==> config.mk <==
export PLATFORM = sky130hd
export DESIGN_NAME = lzdmc_divider
export DESIGN_NICKNAME = d
export VERILOG_FILES = /design/src/design/lzdmc_pkg.sv /design/src/design/lzdmc_divider.sv
export SDC_FILE = /design/constraint.sdc
export NUM_CORES = 1
export LEC_CHECK = 0
export BUFFER_PORTS_ARGS = -buffer_cell sky130_fd_sc_hd__buf_2
export CAP_MARGIN = 20
export CORE_AREA = 2 2 74 76
export DETAILED_ROUTE_END_ITERATION = 16
export DIE_AREA = 0 0 76 78
export GPL_TIMING_DRIVEN = 0
export PLACE_DENSITY = 0.84
export SETUP_SLACK_MARGIN = 0.02
export SYNTH_ARGS = -nofsm -noshare
export SYNTH_HDL_FRONTEND = slang
export SYNTH_SLANG_ARGS = --single-unit
==> constraint.sdc <==
create_clock -name clk -period 4.35 [get_ports clk]
set_input_delay 0.87 -clock clk [delete_from_list [all_inputs] [get_ports clk]]
set_output_delay 0.87 -clock clk [all_outputs]
set_load 0.01 [all_outputs]
==> src/design/lzdmc_pkg.sv <==
// shared types and constants of the lz dictionary match coverage block
package lzdmc_pkg;

  // field widths
  localparam int LEN_BITS    = 17;
  localparam int OFF_BITS    = 22;
  localparam int IDX_BITS    = 14;
  localparam int CFG_BITS    = 15;
  localparam int POS_BITS    = 32;
  localparam int TOTAL_BITS  = 48;
  localparam int OUT_CNT_BITS = 32;

  // packed bus widths
  localparam int S_DATA_BITS = 72;
  localparam int M_DATA_BITS = 104;

  // configuration port
  localparam int CFG_IDX_BITS = 1;
  localparam logic [CFG_IDX_BITS-1:0] CFG_CONTENT_SIZE = 1'd0;
  localparam logic [CFG_IDX_BITS-1:0] CFG_BUCKET_SIZE  = 1'd1;
  localparam logic [CFG_BITS-1:0] CONTENT_SIZE_RST = 15'd16384;
  localparam logic [CFG_BITS-1:0] BUCKET_SIZE_RST  = 15'd1;

  // request kind carried on tuser
  localparam logic MODE_PROCESS = 1'b0;
  localparam logic MODE_READ    = 1'b1;

  // divider steps, one quotient bit per cycle
  localparam int DIV_BITS      = 15;
  localparam int DIV_STEP_BITS = 4;

  typedef struct packed {
    logic                done;
    logic [DIV_BITS-1:0] quotient;
    logic [DIV_BITS-1:0] remainder;
  } div_res_t;

endpackage

==> src/design/lzdmc_divider.sv <==
// iterative restoring divider, one quotient bit per cycle
module lzdmc_divider (
  input  logic                          clk,
  input  logic                          rst,
  input  logic                          start,
  input  logic [lzdmc_pkg::DIV_BITS-1:0] dividend,
  input  logic [lzdmc_pkg::DIV_BITS-1:0] divisor,
  output lzdmc_pkg::div_res_t            res
);

  localparam int W = lzdmc_pkg::DIV_BITS;

  logic                                  busy;
  logic                                  done;
  logic [lzdmc_pkg::DIV_STEP_BITS-1:0]   step;
  logic [W-1:0]                          quo;
  logic [W-1:0]                          rem;
  logic [W-1:0]                          dvs;
  logic [W:0]                            rem_sh;
  logic [W:0]                            diff;
  logic                                  ge;

  always_comb begin
    rem_sh = {rem, quo[W-1]};
    ge     = rem_sh >= {1'b0, dvs};
    diff   = rem_sh - {1'b0, dvs};
  end

  always_ff @(posedge clk) begin
    if (rst) begin
      busy <= 1'b0;
      done <= 1'b0;
      step <= '0;
    end else begin
      done <= 1'b0;
      if (start) begin
        busy <= 1'b1;
        step <= '0;
      end else if (busy) begin
        step <= step + 1'b1;
        if (step == lzdmc_pkg::DIV_STEP_BITS'(W - 1)) begin
          busy <= 1'b0;
          done <= 1'b1;
        end
      end
    end
  end

  always_ff @(posedge clk) begin
    if (start) begin
      quo <= dividend;
      rem <= '0;
      dvs <= divisor;
    end else if (busy) begin
      rem <= ge ? diff[W-1:0] : rem_sh[W-1:0];
      quo <= {quo[W-2:0], ge};
    end
  end

  assign res.done      = done;
  assign res.quotient  = quo;
  assign res.remainder = rem;

endmodule

==> run metrics <==
status finished, final reports clean; CTS tree done; Starting Density 0.581; GRT Util Overall 0.232; clock buffer count from CTS 5; initial DRC count 118; Worst Setup Path Type reg2reg; worst r2r src quo[14]$_DFFE_PP_; mapped cell area 0.00293 sq mm; post-DR wirelength/cell 15.6 um; PwrDens 352 mW/mm^2; Lkg Pwr 1.47 nW; num rows 26; postcts setup bufs 0; worst-path maximum fanout 10; # setup viols final 0; antenna violations before repair 0; first-pass iteration count of the detailed router 5; Hold/Removal Path Class reg2reg; Final Hold Fails 0; total I/O pin count 64; Overflow after GRT 0; most frequent cells in the layout buf_2 (64), edfxtp_1 (30), inv_1 (24); Skew-Pair Late Insertion Delay 0.31 ns; Routability Congestion 0.902; first-pass GRT wire length 11.1 mm; WP data required 4.57 ns; Max Cap Violations 0; fraction of layout cells with a size suffix above 1 0.282; post-layout min period 2.77 ns; Critical Path Source quo[14]$_DFFE_PP_; Worst setup SP type register; max-slew violation count 0; Synth async-reset ratio 0; Worst slew margin 0.590; Worst-path clk slew 0.10 ns; r2r setup slk 1.58 ns; r2r endpoint rem[9]$_SDFFE_PP0P_; largest net degree at the start of global routing 19; Die Ht 78 um; clock skew 0.00840 ns; VDD IR max 0.000283 V; routed vias 2473; Post-CTS Hold Fix Bufs 0; worst reg-to-reg path cell count 10; Post-route DRC 0; Buffers on Ports 63; WP data arrival 2.98 ns; Crit. End Element register; area grow syn2layout 17.9%; sequential area share after synthesis 0.451; Yosys reg bits 51; worst-margin pin slew 0.613 ns; area of the core 0.00504 sq mm; Syn Inst Count 283; Fmax achieved 361 MHz; total wire length 6.60 mm; Synth Warn # 0; clock root cell clkbuf_8; Syn Nets 334; Die ar. 0.00593 sq mm; Vias/cell 5.83; total power 1.22 mW; # nets final 404; commonest non-fill, non-tap cell in the layout buf_2; vias in the first global route 2480; Mapped Avg Cell Area 10.4 sq um; post-cts sizing count 0; H-tree levels 2; library cells used by synthesis 54; detailed placement HPWL 4.86 mm; fin crit share 0.636; CP Capture Point rem[9]$_SDFFE_PP0P_; Synth Flop Type edfxtp_1; antenna diode count 0; clock sinks 51; die width 76 um; ANT nets after route 0; Post-synth EDFFs 30; RSZ-0062 raised after global routing false; setup tns final 0 ns; CTS Buffer Depth 2
## stage by stage
| stage | setup WS (ns) | hold slack [ns] | area [sq um] | cells | util |
|---|---|---|---|---|---|
| after floorplan | 1.87 | 0.482 | 2930 | 283 | - |
| after global placement | 1.52 | 0.504 | 3330 | 416 | 0.661 |
| after detailed placement | 1.43 | 0.519 | 3330 | 416 | 0.661 |
| after CTS | 1.59 | 0.534 | 3450 | 424 | 0.685 |
| after global routing | 1.39 | 0.564 | 3450 | 424 | 0.685 |
| final | 1.58 | 0.541 | 3450 | 424 | 0.685 |
## layer usage
metal,track usage,share of wire
met1,0.288,0.41
met2,0.403,0.49
met3,0.0477,0.071
met4,0.0855,0.025
met5,0,0
## critical path: stages, from the launching register on
cell and delay [ns]:
edfxtp_1 0.36, inv_1 0.06, ha_1 0.22, fa_1 0.41, nand2b_1 0.19, a21oi_1 0.28, o21ai_1 0.19, a31oi_4 0.27
buf_2 0.27, nand3_1 0.14, a311oi_2 0.27
## cell usage after synthesis (2+ instances only)
library cell,n,area [sq um]
xor2_1,4,35.0
nand3_1,9,45.0
nand4_1,3,18.8
inv_1,24,90.1
a211oi_1,15,113
nor3_1,8,40.0
nor3b_1,2,15.0
o21a_1,3,22.5
nand2_1,20,75.1
xnor2_1,5,43.8
and2_1,2,12.5
ha_1,17,213
a21oi_2,4,35.0
o31a_1,2,17.5
or3_1,3,18.8
nor2_1,21,78.8
a21oi_1,7,35.0
edfxtp_1,30,901
mux2i_1,7,70.1
buf_6,2,22.5
nor2b_1,2,12.5
a2111oi_0,2,17.5
o211ai_1,2,15.0
nor4b_1,2,17.5
nand2b_1,5,31.3
o21ai_0,11,55.1
dfxtp_1,21,420
mux2_2,16,180
and4_1,2,17.5
clkbuf_1,7,26.3
o22ai_1,2,12.5
## report_power, final
part	internal (mW)	switching (mW)	total [mW]
clock network	0.189	0.167	0.357
registers	0.553	0.0223	0.575
logic	0.121	0.163	0.284
total	0.864	0.353	1.22
## flip-flops by register name, summed over array words and instances, names as in the netlist
register  count
quo          15
dvs          15
done          1
step          4
rem          15
busy          1
## worst min-delay path by stage
stage	slack, ns	depth (start not counted)	end	from
final	0.54	2	done$_SDFF_PP0_	step[2]$_SDFFE_PP0P_
after global routing	0.56	2	done$_SDFF_PP0_	step[3]$_SDFFE_PP0P_
after CTS	0.53	2	done$_SDFF_PP0_	step[2]$_SDFFE_PP0P_
after detailed placement	0.52	2	done$_SDFF_PP0_	step[3]$_SDFFE_PP0P_
after global placement	0.50	2	rem[2]$_SDFFE_PP0P_	rem[2]$_SDFFE_PP0P_
after floorplan	0.48	2	done$_SDFF_PP0_	step[2]$_SDFFE_PP0P_
## area by class of cell
cell class | count | area (sq um)
plain buffers | 12 | 65.1
clock buffers | 6 | 82.6
clock inverters | 2 | 38.8
fillers | 397 | 1590
repair buffers | 63 | 315
well taps | 70 | 87.6
multi-input cells | 196 | 1450
inverters | 24 | 90.1
flip-flops and latches | 51 | 1320
## cell families after synthesis
group | Yosys count | synth area share
and+or+nand+nor | 83 | 0.141
buffers and inverters | 36 | 0.0530
muxes | 23 | 0.0854
DFF | 51 | 0.451
AOI/OAI and AO/OA | 63 | 0.163
xor gates and xnor gates | 9 | 0.0269
adders and majority gates | 18 | 0.0795
(Power assumes the default switching activity.)
